[config.mk]
export PLATFORM = sky130hd
export DESIGN_NAME = firmware_image_verifier
export DESIGN_NICKNAME = d
export VERILOG_FILES = /design/src/rtl/fiv_pkg.sv /design/src/rtl/fiv_crc8.sv /design/src/rtl/fiv_check.sv /design/src/rtl/firmware_image_verifier.sv
export SDC_FILE = /design/constraint.sdc
export NUM_CORES = 1
export LEC_CHECK = 0
export ABC_AREA = 0
export BUFFER_PORTS_ARGS = -buffer_cell sky130_fd_sc_hd__clkbuf_2
export CAP_MARGIN = 5
export CORE_UTILIZATION = 50
export CTS_CLUSTER_SIZE = 10
export DETAILED_ROUTE_END_ITERATION = 8
export GPL_TIMING_DRIVEN = 0
export MAX_ROUTING_LAYER = met4
export PLACE_DENSITY = 0.73
export SKIP_CTS_REPAIR_TIMING = 1
export SLEW_MARGIN = 0
export SYNTH_ARGS = -nofsm -noshare
export SYNTH_HDL_FRONTEND = slang
export SYNTH_HIERARCHICAL = 1
export SYNTH_SLANG_ARGS = --single-unit
[constraint.sdc]
create_clock -name clk_i -period 4.3 [get_ports clk_i]
set_input_delay 0.86 -clock clk_i [delete_from_list [all_inputs] [get_ports clk_i]]
set_output_delay 0.86 -clock clk_i [all_outputs]
set_load 0.02 [all_outputs]
[src/rtl/fiv_pkg.sv]
`timescale 1ns / 1ps

package fiv_pkg;

  // Reflected CRC-32 constants
  localparam logic [31:0] CRC_POLY = 32'hEDB8_8320;
  localparam logic [31:0] CRC_ONES = 32'hFFFF_FFFF;

  // Bytes 0..7 carry the initial stack pointer and the reset handler
  localparam int unsigned VEC_BYTES = 8;
  localparam int unsigned REGION_W  = 24;

  // Register reset values
  localparam logic [31:0]         RST_EXPECTED_CRC = 32'h0000_0000;
  localparam logic [REGION_W-1:0] RST_REGION_SIZE  = 24'd393216;
  localparam logic [31:0]         RST_SRAM_BASE    = 32'h2000_0000;
  localparam logic [31:0]         RST_SRAM_END     = 32'h2001_FFFF;
  localparam logic [31:0]         RST_APP_BASE     = 32'h0802_0000;

  typedef enum logic [2:0] {
    CFG_EXPECTED_CRC,
    CFG_REGION_SIZE,
    CFG_SRAM_BASE,
    CFG_SRAM_END,
    CFG_APP_BASE
  } cfg_reg_e;

  typedef enum logic [2:0] {
    ST_OK,
    ST_BAD_SIZE,
    ST_BAD_STACK,
    ST_NO_THUMB,
    ST_BAD_HANDLER,
    ST_BAD_CRC
  } status_e;

  typedef struct packed {
    logic [31:0]         expected_crc;
    logic [REGION_W-1:0] region_size;
    logic [31:0]         sram_base;
    logic [31:0]         sram_end;
    logic [31:0]         app_base;
  } cfg_t;

  typedef struct packed {
    logic [7:0] data_byte;
    logic       is_last;
  } in_item_t;

  typedef struct packed {
    logic        image_ok;
    status_e     status;
    logic [31:0] crc_result;
  } out_item_t;

endpackage

[src/rtl/fiv_crc8.sv]
`timescale 1ns / 1ps

module fiv_crc8 (
  input  logic [31:0] crc_i,
  input  logic [7:0]  byte_i,
  output logic [31:0] crc_o
);
  import fiv_pkg::*;

  // Eight bit steps of the reflected LFSR, folded into one xor network
  always_comb begin
    logic [31:0] c;
    c = crc_i ^ {24'h0, byte_i};
    for (int k = 0; k < 8; k++) begin
      c = c[0] ? ((c >> 1) ^ CRC_POLY) : (c >> 1);
    end
    crc_o = c;
  end

endmodule

[src/rtl/fiv_check.sv]
`timescale 1ns / 1ps

module fiv_check #(
  parameter int unsigned COUNT_BITS = 24
) (
  input  fiv_pkg::cfg_t          cfg_i,
  input  logic [COUNT_BITS-1:0]  count_i,
  input  logic [31:0]            stack_i,
  input  logic [31:0]            handler_i,
  input  logic [31:0]            crc_i,
  output fiv_pkg::status_e       status_o
);
  import fiv_pkg::*;

  localparam int unsigned CMP_W = (COUNT_BITS > REGION_W) ? COUNT_BITS : REGION_W;

  logic        size_bad;
  logic        stack_bad;
  logic [31:0] handler_even;
  logic [32:0] region_lim;
  logic        handler_bad;

  // Saturated or zero count always fails, as does anything over the region size
  assign size_bad = (count_i == '1) || (count_i == '0) ||
                    (CMP_W'(count_i) > CMP_W'(cfg_i.region_size));

  assign stack_bad = (count_i < COUNT_BITS'(VEC_BYTES)) ||
                     (stack_i < cfg_i.sram_base) || (stack_i > cfg_i.sram_end);

  // Region end taken at 33 bits so it never wraps
  assign handler_even = {handler_i[31:1], 1'b0};
  assign region_lim   = {1'b0, cfg_i.app_base} + 33'(cfg_i.region_size);
  assign handler_bad  = (handler_even < cfg_i.app_base) ||
                        ({1'b0, handler_even} >= region_lim);

  always_comb begin
    if (size_bad) begin
      status_o = ST_BAD_SIZE;
    end else if (stack_bad) begin
      status_o = ST_BAD_STACK;
    end else if (!handler_i[0]) begin
      status_o = ST_NO_THUMB;
    end else if (handler_bad) begin
      status_o = ST_BAD_HANDLER;
    end else if (crc_i != cfg_i.expected_crc) begin
      status_o = ST_BAD_CRC;
    end else begin
      status_o = ST_OK;
    end
  end

endmodule

[src/rtl/firmware_image_verifier.sv]
`timescale 1ns / 1ps

// Channel  | Direction | Handshake                | Beat
// ---------+-----------+--------------------------+------------------------------------
// in       | in        | in_valid_i / in_ready_o  | in_data_i: data_byte, is_last
// out      | out       | out_valid_o / out_ready_i| out_data_o: image_ok, status, crc
// cfg      | in        | cfg_valid_i / cfg_ready_o| cfg_index_i, cfg_data_i
//
// One byte per cycle sustained while no final byte waits on a full result register. A verdict
// is loaded into the result register when the final byte leaves the input stage, so it
// reaches out_valid_o only after passing the input stage and then the result register.
// The input stage stalls only when it holds a final byte and the result register
// is still full and not being taken; non-final bytes never wait on out_ready_i.
// Reset presets the CRC to all ones, clears count and vector words and loads register defaults.
// The cfg port is always ready.

module firmware_image_verifier #(
  parameter int unsigned COUNT_BITS = 24
) (
  input  logic              clk_i,
  input  logic              rst_ni,
  input  logic              in_valid_i,
  output logic              in_ready_o,
  input  fiv_pkg::in_item_t in_data_i,
  output logic              out_valid_o,
  input  logic              out_ready_i,
  output fiv_pkg::out_item_t out_data_o,
  input  logic              cfg_valid_i,
  output logic              cfg_ready_o,
  input  logic [2:0]        cfg_index_i,
  input  logic [31:0]       cfg_data_i
);
  import fiv_pkg::*;

  // Configuration registers
  cfg_t cfg_q;

  // Input stage
  logic     stg_valid_q;
  in_item_t stg_q;
  logic     stg_adv;

  // Running image state
  logic [31:0]           crc_q, crc_d;
  logic [COUNT_BITS-1:0] cnt_q, cnt_d;
  logic [31:0]           stack_q, stack_d;
  logic [31:0]           handler_q, handler_d;
  logic                  in_vec;
  logic [2:0]            lane;

  // Result register
  logic      out_valid_q;
  out_item_t out_q;
  status_e   status;

  assign cfg_ready_o = 1'b1;

  always_ff @(posedge clk_i or negedge rst_ni) begin
    if (!rst_ni) begin
      cfg_q.expected_crc <= RST_EXPECTED_CRC;
      cfg_q.region_size  <= RST_REGION_SIZE;
      cfg_q.sram_base    <= RST_SRAM_BASE;
      cfg_q.sram_end     <= RST_SRAM_END;
      cfg_q.app_base     <= RST_APP_BASE;
    end else if (cfg_valid_i) begin
      case (cfg_index_i)
        CFG_EXPECTED_CRC: cfg_q.expected_crc <= cfg_data_i;
        CFG_REGION_SIZE:  cfg_q.region_size  <= cfg_data_i[REGION_W-1:0];
        CFG_SRAM_BASE:    cfg_q.sram_base    <= cfg_data_i;
        CFG_SRAM_END:     cfg_q.sram_end     <= cfg_data_i;
        CFG_APP_BASE:     cfg_q.app_base     <= cfg_data_i;
        default: ;
      endcase
    end
  end

  // A final byte may only leave the stage if the result slot is free or draining
  assign stg_adv    = stg_valid_q && (!stg_q.is_last || !out_valid_q || out_ready_i);
  assign in_ready_o = !stg_valid_q || stg_adv;

  always_ff @(posedge clk_i or negedge rst_ni) begin
    if (!rst_ni) begin
      stg_valid_q <= 1'b0;
    end else if (in_ready_o) begin
      stg_valid_q <= in_valid_i;
    end
  end

  always_ff @(posedge clk_i) begin
    if (in_ready_o && in_valid_i) begin
      stg_q <= in_data_i;
    end
  end

  fiv_crc8 u_crc (
    .crc_i  (crc_q),
    .byte_i (stg_q.data_byte),
    .crc_o  (crc_d)
  );

  // Count before this byte picks the vector lane
  assign lane   = cnt_q[2:0];
  assign in_vec = (cnt_q[COUNT_BITS-1:3] == '0);

  always_comb begin
    cnt_d     = (cnt_q == '1) ? cnt_q : cnt_q + COUNT_BITS'(1);
    stack_d   = stack_q;
    handler_d = handler_q;
    for (int k = 0; k < 4; k++) begin
      if (in_vec && lane == 3'(k)) begin
        stack_d[8*k +: 8] = stack_q[8*k +: 8] | stg_q.data_byte;
      end
      if (in_vec && lane == 3'(k + 4)) begin
        handler_d[8*k +: 8] = handler_q[8*k +: 8] | stg_q.data_byte;
      end
    end
  end

  fiv_check #(
    .COUNT_BITS (COUNT_BITS)
  ) u_check (
    .cfg_i     (cfg_q),
    .count_i   (cnt_d),
    .stack_i   (stack_d),
    .handler_i (handler_d),
    .crc_i     (crc_d ^ CRC_ONES),
    .status_o  (status)
  );

  // Image state returns to its reset value after each verdict
  always_ff @(posedge clk_i or negedge rst_ni) begin
    if (!rst_ni) begin
      crc_q     <= CRC_ONES;
      cnt_q     <= '0;
      stack_q   <= '0;
      handler_q <= '0;
    end else if (stg_adv) begin
      if (stg_q.is_last) begin
        crc_q     <= CRC_ONES;
        cnt_q     <= '0;
        stack_q   <= '0;
        handler_q <= '0;
      end else begin
        crc_q     <= crc_d;
        cnt_q     <= cnt_d;
        stack_q   <= stack_d;
        handler_q <= handler_d;
      end
    end
  end

  always_ff @(posedge clk_i or negedge rst_ni) begin
    if (!rst_ni) begin
      out_valid_q <= 1'b0;
    end else if (stg_adv && stg_q.is_last) begin
      out_valid_q <= 1'b1;
    end else if (out_ready_i) begin
      out_valid_q <= 1'b0;
    end
  end

  always_ff @(posedge clk_i) begin
    if (stg_adv && stg_q.is_last) begin
      out_q.image_ok   <= (status == ST_OK);
      out_q.status     <= status;
      out_q.crc_result <= crc_d ^ CRC_ONES;
    end
  end

  assign out_valid_o = out_valid_q;
  assign out_data_o  = out_q;

  a_verdict_lands: assert property (@(posedge clk_i) disable iff (!rst_ni)
    stg_adv && stg_q.is_last |=> out_valid_q)
    else $error("verdict beat did not reach the result register");

  a_state_cleared: assert property (@(posedge clk_i) disable iff (!rst_ni)
    stg_adv && stg_q.is_last |=> (cnt_q == '0) && (crc_q == CRC_ONES))
    else $error("image state not cleared after verdict");

  a_ok_matches_status: assert property (@(posedge clk_i) disable iff (!rst_ni)
    out_valid_q |-> (out_q.image_ok == (out_q.status == ST_OK)))
    else $error("image_ok disagrees with status");

  a_stall_cause: assert property (@(posedge clk_i) disable iff (!rst_ni)
    !in_ready_o |-> stg_valid_q && stg_q.is_last && out_valid_q && !out_ready_i)
    else $error("input stalled without a blocked verdict");

endmodule

* After elaboration in Yosys (flattened, before gate mapping)
Index checks and enable logic that the tools add are counted.
** Storage, ports and cells
- Register bits :: 319
- Input bits :: 49
- Output and inout bits :: 39
- Logic and storage cells :: 117
** Cells by class
- $add $sub $neg :: 2
- $lt $le $gt $ge :: 6
- Equality and inequality tests :: 14
- Mux-type cells :: 28
- Bitwise operators :: 18
- Reduce and logical (&&, ||, !) cells :: 33
** Operators by type and width (number)
- 32-bit two-way mux :: 11
- 13-bit NOT with 14-bit output :: 8
- 32-bit < comparator :: 2
- 8-bit two-way mux :: 8
- 8-bit OR :: 8
- 24-bit equality test (second input constant) :: 2
- 24-bit two-way mux :: 2
- 32-bit by 24-bit adder with 33-bit output :: 1
- 32-bit by 33-bit greater-or-equal comparator with 1-bit output :: 1
- 32-bit > comparator :: 1
- 32-bit inequality test :: 1
- 32-bit NOT :: 1
- 32-bit by 8-bit bitwise XOR with 32-bit output :: 1
- 24-bit by 1-bit adder with 24-bit output (second input constant) :: 1
- 24-bit > comparator :: 1
- 24-bit zero test :: 1
- 24-bit by 4-bit < comparator with 1-bit output (second input constant) :: 1
- 21-bit zero test :: 1
- 3-bit equality test (second input constant) :: 5
- 3-bit two-way mux :: 5
- 3-bit by 2-bit equality test with 1-bit output (second input constant) :: 4
- 1-bit logical AND :: 11
- 2-bit AND reduction :: 5
- 3-bit zero test :: 3
- other kinds (5) :: 16

* Longest topological paths before layout
Gate-level depths: netlist of the first run.
- Depth after elaboration :: 25
- Mapped depth :: 20

* By module
Netlist of the first run, hierarchy kept.
** Modules (own cells, without submodules)
- firmware_image_verifier :: instances 1, cells each 1073, area an instance 13399.1 um^2
- fiv_check :: instances 1, cells each 752, area an instance 5526.6 um^2
- fiv_crc8 :: instances 1, cells each 68, area an instance 785.8 um^2

* Worst setup path before layout of the first run
OpenSTA, ideal clock, no wires.
- Path type :: register to register
- From :: reg cfg_q[0] (netlist bit)
- To :: reg out_q (netlist bit out_data_o[35]), data pin
- Library setup time :: 0.267 ns
- Arrival time :: 4.002 ns
- Setup slack :: 0.032 ns
- Cell stages (with the launch flop) :: 20
- Buffers on the path :: 0
- Cells stage by stage :: dfrtp_1 -> ha_1 -> fa_1 -> a211o_1 -> a211oi_2 -> o21ai_0 -> nand2_1 -> o221ai_1 -> a21oi_1 -> xor2_1 -> ha_1 -> nand4_1 -> nor4_1 -> o31ai_1 -> a31oi_1 -> o21ai_0 -> a32oi_2 -> nor2_1 -> a2111oi_2 -> nor3_1
** On the way
- Longest elaborated chain between the ends :: 8
- Elaborated cells between the ends (all ways) :: 9
- Those cells by class :: add/sub: 1; order compare: 2; mux: 4; reduce/logical: 2
** Ends and longest elaborated chain
- from (decl) :: line firmware_image_verifier.sv:36 : cfg_t cfg_q;
- 32-bit by 24-bit adder with 33-bit output :: line fiv_check.sv:32 : assign region_lim = {1'b0, cfg_i.app_base} + 33'(cfg_i.region_size);
- 32-bit by 33-bit greater-or-equal comparator with 1-bit output :: line fiv_check.sv:34 : ({1'b0, handler_even} >= region_lim);
- 1-bit logical OR * :: line fiv_check.sv:33 : assign handler_bad = (handler_even < cfg_i.app_base) ||
- 3-bit two-way mux * :: line fiv_check.sv:43 : end else if (handler_bad) begin
- 3-bit two-way mux * :: line fiv_check.sv:41 : end else if (!handler_i[0]) begin
- 3-bit two-way mux * :: line fiv_check.sv:39 : end else if (stack_bad) begin
- 3-bit two-way mux * :: line fiv_check.sv:37 : if (size_bad) begin
- net status[2] :: line firmware_image_verifier.sv:54 : status_e status;
- 3-bit zero test * :: line firmware_image_verifier.sv:164 : out_q.image_ok <= (status == ST_OK);
- to (decl) :: line firmware_image_verifier.sv:53 : out_item_t out_q;
Mark *: on every way through the listed nets, which the timed path passes. The rest lies on a longest branch.
A chain may end at the register's enable or synchronous reset.

* Final worst setup path of the first run
- From :: reg cfg_q[96] (netlist bit)
- To :: reg out_q (netlist bit out_data_o[35]), data pin
** On the way
- Longest elaborated chain between the ends :: 8
- Elaborated cells between the ends (all ways) :: 10
- Those cells by class :: add/sub: 1; order compare: 2; mux: 4; reduce/logical: 3
** Ends and longest elaborated chain (line)
- 32-bit by 24-bit adder with 33-bit output :: fiv_check.sv:32
- 32-bit by 33-bit greater-or-equal comparator with 1-bit output :: fiv_check.sv:34
- 1-bit logical OR :: fiv_check.sv:33
- 3-bit two-way mux :: fiv_check.sv:43
- 3-bit two-way mux :: fiv_check.sv:41
- 3-bit two-way mux :: fiv_check.sv:39
- 3-bit two-way mux * :: fiv_check.sv:37
- net status[0] :: firmware_image_verifier.sv:54
- 3-bit zero test * :: firmware_image_verifier.sv:164
Marked as above.

==> impl_metrics.env, run 1 <==
export IMPL_post_synth_cell_area_avg_sq_um=10.4
export IMPL_period_needed_ns=4.93
export IMPL_rows=72
export IMPL_synth_nets=2122
export IMPL_critPathRequiredTime_ns=4.61
export IMPL_grt_overflow_total=0
export IMPL_wl_per_cell_microns=22.9
export IMPL_vdd_drop_max_mv=0.460
export IMPL_slew_headroom=0.145
export IMPL_layout_commonest_cell="dfrtp_1"
export IMPL_numCtsBuffers=39
export IMPL_violations="setup timing"
export IMPL_ys_seq_area_frac=0.420
export IMPL_start_util=0.509
export IMPL_ys_async_sr_fraction=0.859
export IMPL_drive_above_1_share=0.226
export IMPL_grt_pass1_vias=15300
export IMPL_rsz0062_at_grt="true"
export IMPL_grtUsageMet1=0.388
export IMPL_fin_crit_sh=1.15
export IMPL_area_growth_pct=15.0
export IMPL_grt_usage=0.303
export IMPL_die_area_sq_mm=0.0402
export IMPL_boundaryPins=88
export IMPL_setup_viol=4
export IMPL_grt_start_max_net_pins=112
export IMPL_grt_use_met2=0.467
export IMPL_use_met3=0.0440
export IMPL_cellPowerDensity_mw_per_mm2=646
export IMPL_cts_sinks=319
export IMPL_place_congestion=0.958
export IMPL_critical_path_class="register to register"
export IMPL_tns_ns=-1.72
export IMPL_slowest_delay_ns=0.46
export IMPL_grt_antenna_before_repair=5
export IMPL_core_sq_mm=0.0387
export IMPL_dp_cells=2499
export IMPL_hold_violations=0
export IMPL_grt_pass1_wl_microns=89800
export IMPL_hpwlAfterDp_microns=43700
export IMPL_stdcell_count=2593
export IMPL_clk_latency_ns=0.58
export IMPL_synth_distinct_cells=81
export IMPL_finalMaxSlewViolations=0
export IMPL_syn_instance_count=1893
export IMPL_final_nets=2274
export IMPL_slowest_stage="nor4b_2"
export IMPL_p_leak_nw=10.8
export IMPL_p_switching_w=0.00593
export IMPL_cts_tree="done"
export IMPL_intPower_w=0.00873
export IMPL_cp_end_kind="register"
export IMPL_drcViolationCount=0
export IMPL_wirelength_microns=59500
export IMPL_fmax_ghz=0.203
export IMPL_htreeDepth=2
export IMPL_switching_share=0.405
export IMPL_status="finished, violations left"
export IMPL_synth_edf_count=45
export IMPL_clk_pin_slew_ns=0.06
export IMPL_cp_top_family="compound AO/OA/AOI/OAI gates"
export IMPL_grt_busiest_layer="met2"
export IMPL_clock_skew_ns=0.0160
export IMPL_synthesis_area_sq_mm=0.0197
export IMPL_fillers=3243
export IMPL_power_total_w=0.0147
export IMPL_p_clk_frac=0.216
export IMPL_clockBufferDepth=3
export IMPL_cp_start_kind="register"
export IMPL_dr_pass1_iters=5
export IMPL_max_cap_violations=0
export IMPL_io_buffers=86
export IMPL_cp_cell_sequence="ha_4, fa_2, a211o_1, a211oi_4, nor4_2, nor4b_2, nor3_4, buf_12, nand3_1, xnor2_1, ha_1, a21o_1, nand3_1, and3b_1, o211ai_1, o21ai_2, a32oi_4, nor3_1, a2bb2oi_2, nor3_1"
export IMPL_die_h_microns=201
export IMPL_die_w_microns=201
export IMPL_cp_arrival_ns=5.24
export IMPL_cts_root_buf="clkbuf_16"
export IMPL_final_cell_mix="dfrtp_1, inv_1, ha_1"
export IMPL_hp_class="input pin to async pin"
export IMPL_p_seq_frac=0.309
export IMPL_setup_slack_ns=-0.631
export IMPL_ys_ff_latch=319
export IMPL_max_slew_worst_pin_slew_ns=1.27
export IMPL_antenna_left=0
export IMPL_first_iter_violations=1184
export IMPL_vias_per_cell=6.04
export IMPL_cp_buffers_inverters=1
export IMPL_vias=15700
export IMPL_p_comb_frac=0.476
export IMPL_crit_fanout=5
export IMPL_yosysWarnings=6
export IMPL_ys_flop_type="dfrtp_1"
[cell usage after synthesis, drive strengths merged, types with 3 or more instances]
cell,n,area share
dfrtp,219,0.28
ha,179,0.11
inv,175,0.033
mux2,152,0.087
nor2,138,0.026
a21o,101,0.038
xnor2,75,0.036
nand2,74,0.014
o21ai,73,0.019
xor2,67,0.033
a21oi,62,0.016
o21a,57,0.022
nand4,56,0.018
dfstp,55,0.073
clkbuf,49,0.0093
edfxtp,45,0.069
a31oi,44,0.014
nand3,39,0.0099
buf,31,0.0083
nor4,31,0.012
nor3,21,0.0059
a211oi,18,0.0077
and3,17,0.0054
nor2b,12,0.0038
o211ai,10,0.0038
nand2b,8,0.0025
a2111oi,6,0.0030
and2,5,0.0016
mux2i,5,0.0025
o31ai,5,0.0019
or4,5,0.0025
xnor3,5,0.0058
o2111ai,4,0.0018
or2,4,0.0013
a221oi,3,0.0017
a22o,3,0.0013
a2bb2oi,3,0.0013
o221ai,3,0.0013
or3,3,0.00095
[logic make-up after synthesis]
| group | count (synthesis) | share of synthesized area |
|---|---|---|
| simple gates | 422 | 0.108 |
| compound gates | 412 | 0.142 |
| flops | 319 | 0.420 |
| buf+inv | 255 | 0.0510 |
| fa+ha+maj | 180 | 0.115 |
| mux | 157 | 0.0894 |
| xor+xnor | 147 | 0.0750 |
| other cells | 1 | 0.000190 |
[registers in the layout, indices dropped and copies added (netlist names)]
signal,cells
cfg_q,152
out_data_o,36
crc_q,32
handler_q,32
stack_q,32
cnt_q,24
stg_q,9
out_valid_o,1
stg_valid_q,1
[cell type report]
cell class | instances | area [sq um] | share of cell area
inverters | 175 | 657 | 0.0290
diodes | 1 | 2.50 | 0.000110
repair buffers | 115 | 713 | 0.0315
clock inverters | 6 | 88.8 | 0.00392
plain buffers | 76 | 347 | 0.0153
clock buffers | 64 | 1110 | 0.0489
multi-input cells | 1319 | 10800 | 0.478
well taps | 518 | 648 | 0.0286
flip-flops and latches | 319 | 8280 | 0.365
[routing by layer]
metal	share of wire	vias up
li1	-	7053
met1	0.41	7760
met2	0.46	673
met3	0.068	165
met4	0.054	0
met5	0	-
[worst paths after layout]
check,slack [ns],startpoint,end,depth (start not counted)
min in group clk_i,0.48,in_data_i[1],stg_q[1],1
worst min-delay path,0.37,rst_ni,out_valid_o,1
max in group asynchronous,2.55,rst_ni,cfg_q[18],3
worst max-delay path,-0.63,cfg_q[96],out_data_o[35],20
worst max register to register,-0.63,cfg_q[96],out_data_o[35],20
worst min register to register,0.48,stack_q[25],stack_q[25],2
[metrics by stage]
step	setup WS, ns	instance area (sq um)	utilization	hold WS [ns]
2_1_floorplan	0.0317	19700	-	0.452
5_1_grt	-0.662	22700	0.585	0.437
6_report	-0.631	22700	0.585	0.374
3_3_place_gp	-3.40	20800	0.537	0.466
4_1_cts	-1.71	22100	0.569	0.370
3_5_place_dp	-1.69	20900	0.538	0.473
[power by group through the flow]
stage | clock, W | sequential [W] | combinational (W)
CTS | 0.00320 | 0.00453 | 0.00648
global route | 0.00333 | 0.00461 | 0.00749
finish | 0.00316 | 0.00453 | 0.00697
global placement | 0 | 0.00455 | 0.00623
detailed placement | 0 | 0.00457 | 0.00641
floorplan | 0 | 0.00461 | 0.00451
Note: power is estimated with default switching activity, not from simulation.
==> run 2: changes to the inputs <==
--- a/config.mk
+++ b/config.mk
@@ -9,6 +9,7 @@
 export BUFFER_PORTS_ARGS = -buffer_cell sky130_fd_sc_hd__clkbuf_2
 export CAP_MARGIN = 5
 export CORE_UTILIZATION = 50
+export CTS_BUF_LIST = sky130_fd_sc_hd__clkbuf_8
 export CTS_CLUSTER_SIZE = 10
 export DETAILED_ROUTE_END_ITERATION = 8
 export GPL_TIMING_DRIVEN = 0
==> impl_metrics.env, run 2 (synthesis gave the netlist of run 1 again) <==
export IMPL_wirelength_microns=59500
export IMPL_top_register="cfg_q"
export IMPL_rr_startpoint="cfg_q[0]"
export IMPL_clockBufferDepth=3
export IMPL_grt_pass1_vias=15600
export IMPL_grt_overflow_total=0
export IMPL_area_growth_pct=15.0
export IMPL_power_total_w=0.0145
export IMPL_grt_antenna_before_repair=4
export IMPL_core_sq_mm=0.0387
export IMPL_cts_sinks=319
export IMPL_drive_above_1_share=0.237
export IMPL_violations="setup timing"
export IMPL_place_congestion=0.958
export IMPL_slew_headroom=0.151
export IMPL_clk_pin_slew_ns=0.06
export IMPL_dr_pass1_iters=5
export IMPL_hpwlAfterDp_microns=43700
export IMPL_drcViolationCount=0
export IMPL_die_h_microns=201
export IMPL_p_leak_nw=11.0
export IMPL_cts_root_buf="clkbuf_8"
export IMPL_clk_latency_ns=0.67
export IMPL_finalMaxSlewViolations=0
export IMPL_slowest_stage="dfrtp_1"
export IMPL_critical_path_class="register to register"
export IMPL_setup_viol=4
export IMPL_cp_start_kind="register"
export IMPL_cp_arrival_ns=5.34
export IMPL_slowest_delay_ns=0.42
export IMPL_max_slew_worst_pin_slew_ns=1.26
export IMPL_hp_class="input pin to async pin"
export IMPL_period_needed_ns=4.95
export IMPL_numCtsBuffers=57
export IMPL_crit_fanout=5
export IMPL_placed_cell_area_sq_mm=0.0209
export IMPL_io_buffers=86
export IMPL_antenna_left=0
export IMPL_grt_usage=0.301
export IMPL_fin_crit_sh=1.15
export IMPL_critPathRequiredTime_ns=4.69
export IMPL_max_cap_violations=0
export IMPL_start_util=0.509
export IMPL_clock_skew_ns=0.0435
export IMPL_regToRegEndpoint="out_data_o[35]"
export IMPL_final_nets=2293
export IMPL_startpoint="cfg_q[0]"
export IMPL_r2r_setup_slack_ns=-0.65
export IMPL_largest_reg_flops=152
export IMPL_cp_cell_sequence="ha_4, fa_2, a211o_1, a211oi_4, nor4_4, nor4b_4, nor3_4, buf_12, buf_4, xnor2_1, ha_1, nand4_1, nor2_2, inv_1, a31oi_4, o21ai_2, a32oi_4, nor2_2, a2111oi_4, nor3_1"
export IMPL_hold_violations=0
export IMPL_vias=15800
export IMPL_vias_per_cell=5.99
export IMPL_status="finished, violations left"
export IMPL_crit_end="out_data_o[35]"
export IMPL_reg2regPathDepth=20
export IMPL_vdd_drop_max_mv=0.450
export IMPL_rsz0062_at_grt="true"
export IMPL_cellPowerDensity_mw_per_mm2=641
export IMPL_final_cell_mix="dfrtp_1, inv_1, ha_1"
export IMPL_cp_end_kind="register"
export IMPL_boundaryPins=88
export IMPL_die_area_sq_mm=0.0402
export IMPL_first_iter_violations=1199
export IMPL_finalInstanceArea_sq_mm=0.0227
export IMPL_cts_tree="done"
export IMPL_die_w_microns=201
export IMPL_htreeDepth=2
export IMPL_fmax_ghz=0.202
export IMPL_grt_pass1_wl_microns=89900
export IMPL_cp_common_cell="nor2_2"
export IMPL_setup_slack_ns=-0.652
export IMPL_fillers=3277
export IMPL_layout_commonest_cell="dfrtp_1"
export IMPL_grt_start_max_net_pins=112
export IMPL_rows=72
export IMPL_wl_per_cell_microns=22.6
[run 2: cell count changes in the layout (fill, tap and decap cells not counted), moves of 2 or more]
cell	previous run	this run
clkbuf_8	5	70
clkbuf_16	39	0
clkbuf_1	67	46
inv_1	174	192
clkinv_2	2	8
clkinv_1	0	4
bufinv_16	1	4
clkinvlp_4	0	2
inv_16	2	0
[run 2: report_power, final]
part / switching (W) / total [W] / leakage [nW] / internal (W)
combinational: 0.00413 / 0.00695 / 6.47 / 0.00282
clock: 0.00135 / 0.00305 / 0.694 / 0.00170
sequential: 0.000466 / 0.00453 / 3.79 / 0.00406
total: 0.00595 / 0.0145 / 11.0 / 0.00858
[run 2: stage by stage]
stage	setup WS [ns]	hold WS, ns	TNS (ns)	utilization	cells
final	-0.652	0.293	-1.91	0.585	2630
after global routing	-0.738	0.342	-2.21	0.585	2630
after CTS	-1.73	0.290	-5.07	0.570	2605
after detailed placement	-1.69	0.473	-4.92	0.538	2499
after global placement	-3.40	0.466	-821.19	0.537	2497
after floorplan	0.0317	0.452	0	-	1893
[run 2: area by class of cell]
type	instances	area (sq um)	area share
Inverter	175	657	0.0290
Multi-Input combinational cell	1319	10800	0.476
Clock inverter	37	274	0.0121
Timing Repair Buffer	116	721	0.0318
Buffer	76	347	0.0153
Antenna cell	1	2.50	0.000110
Clock buffer	69	950	0.0419
Sequential cell	319	8280	0.365
Tap cell	518	648	0.0286
[run 2: worst max-delay path, delay by kind of cell (launching register included)]
family          cells  cell delay [ns]
compound gates      6             1.71
xor+xnor            1             0.11
fa+ha+maj           3             0.96
buf+inv             3             0.37
flops               1             0.42
simple gates        7             1.09
[run 2: routing by layer]
metal / global-route usage / up-vias / share of wire
met1: 0.380 / 7808 / 0.41
met2: 0.469 / 671 / 0.47
li1: - / 7111 / -
met5: - / - / 0
met4: 0.154 / 0 / 0.051
met3: 0.0498 / 164 / 0.073
[run 2: how the worst min path moves through the flow]
stage                   from            end  slack (ns)  cells past startpoint
3_5_place_dp     stack_q[25]    stack_q[25]        0.47                      2
6_report              rst_ni    out_valid_o        0.29                      1
4_1_cts               rst_ni      cfg_q[24]        0.29                      1
2_1_floorplan  handler_q[24]  handler_q[24]        0.45                      2
5_1_grt               rst_ni    out_valid_o        0.34                      1
3_3_place_gp     stack_q[24]    stack_q[24]        0.47                      2
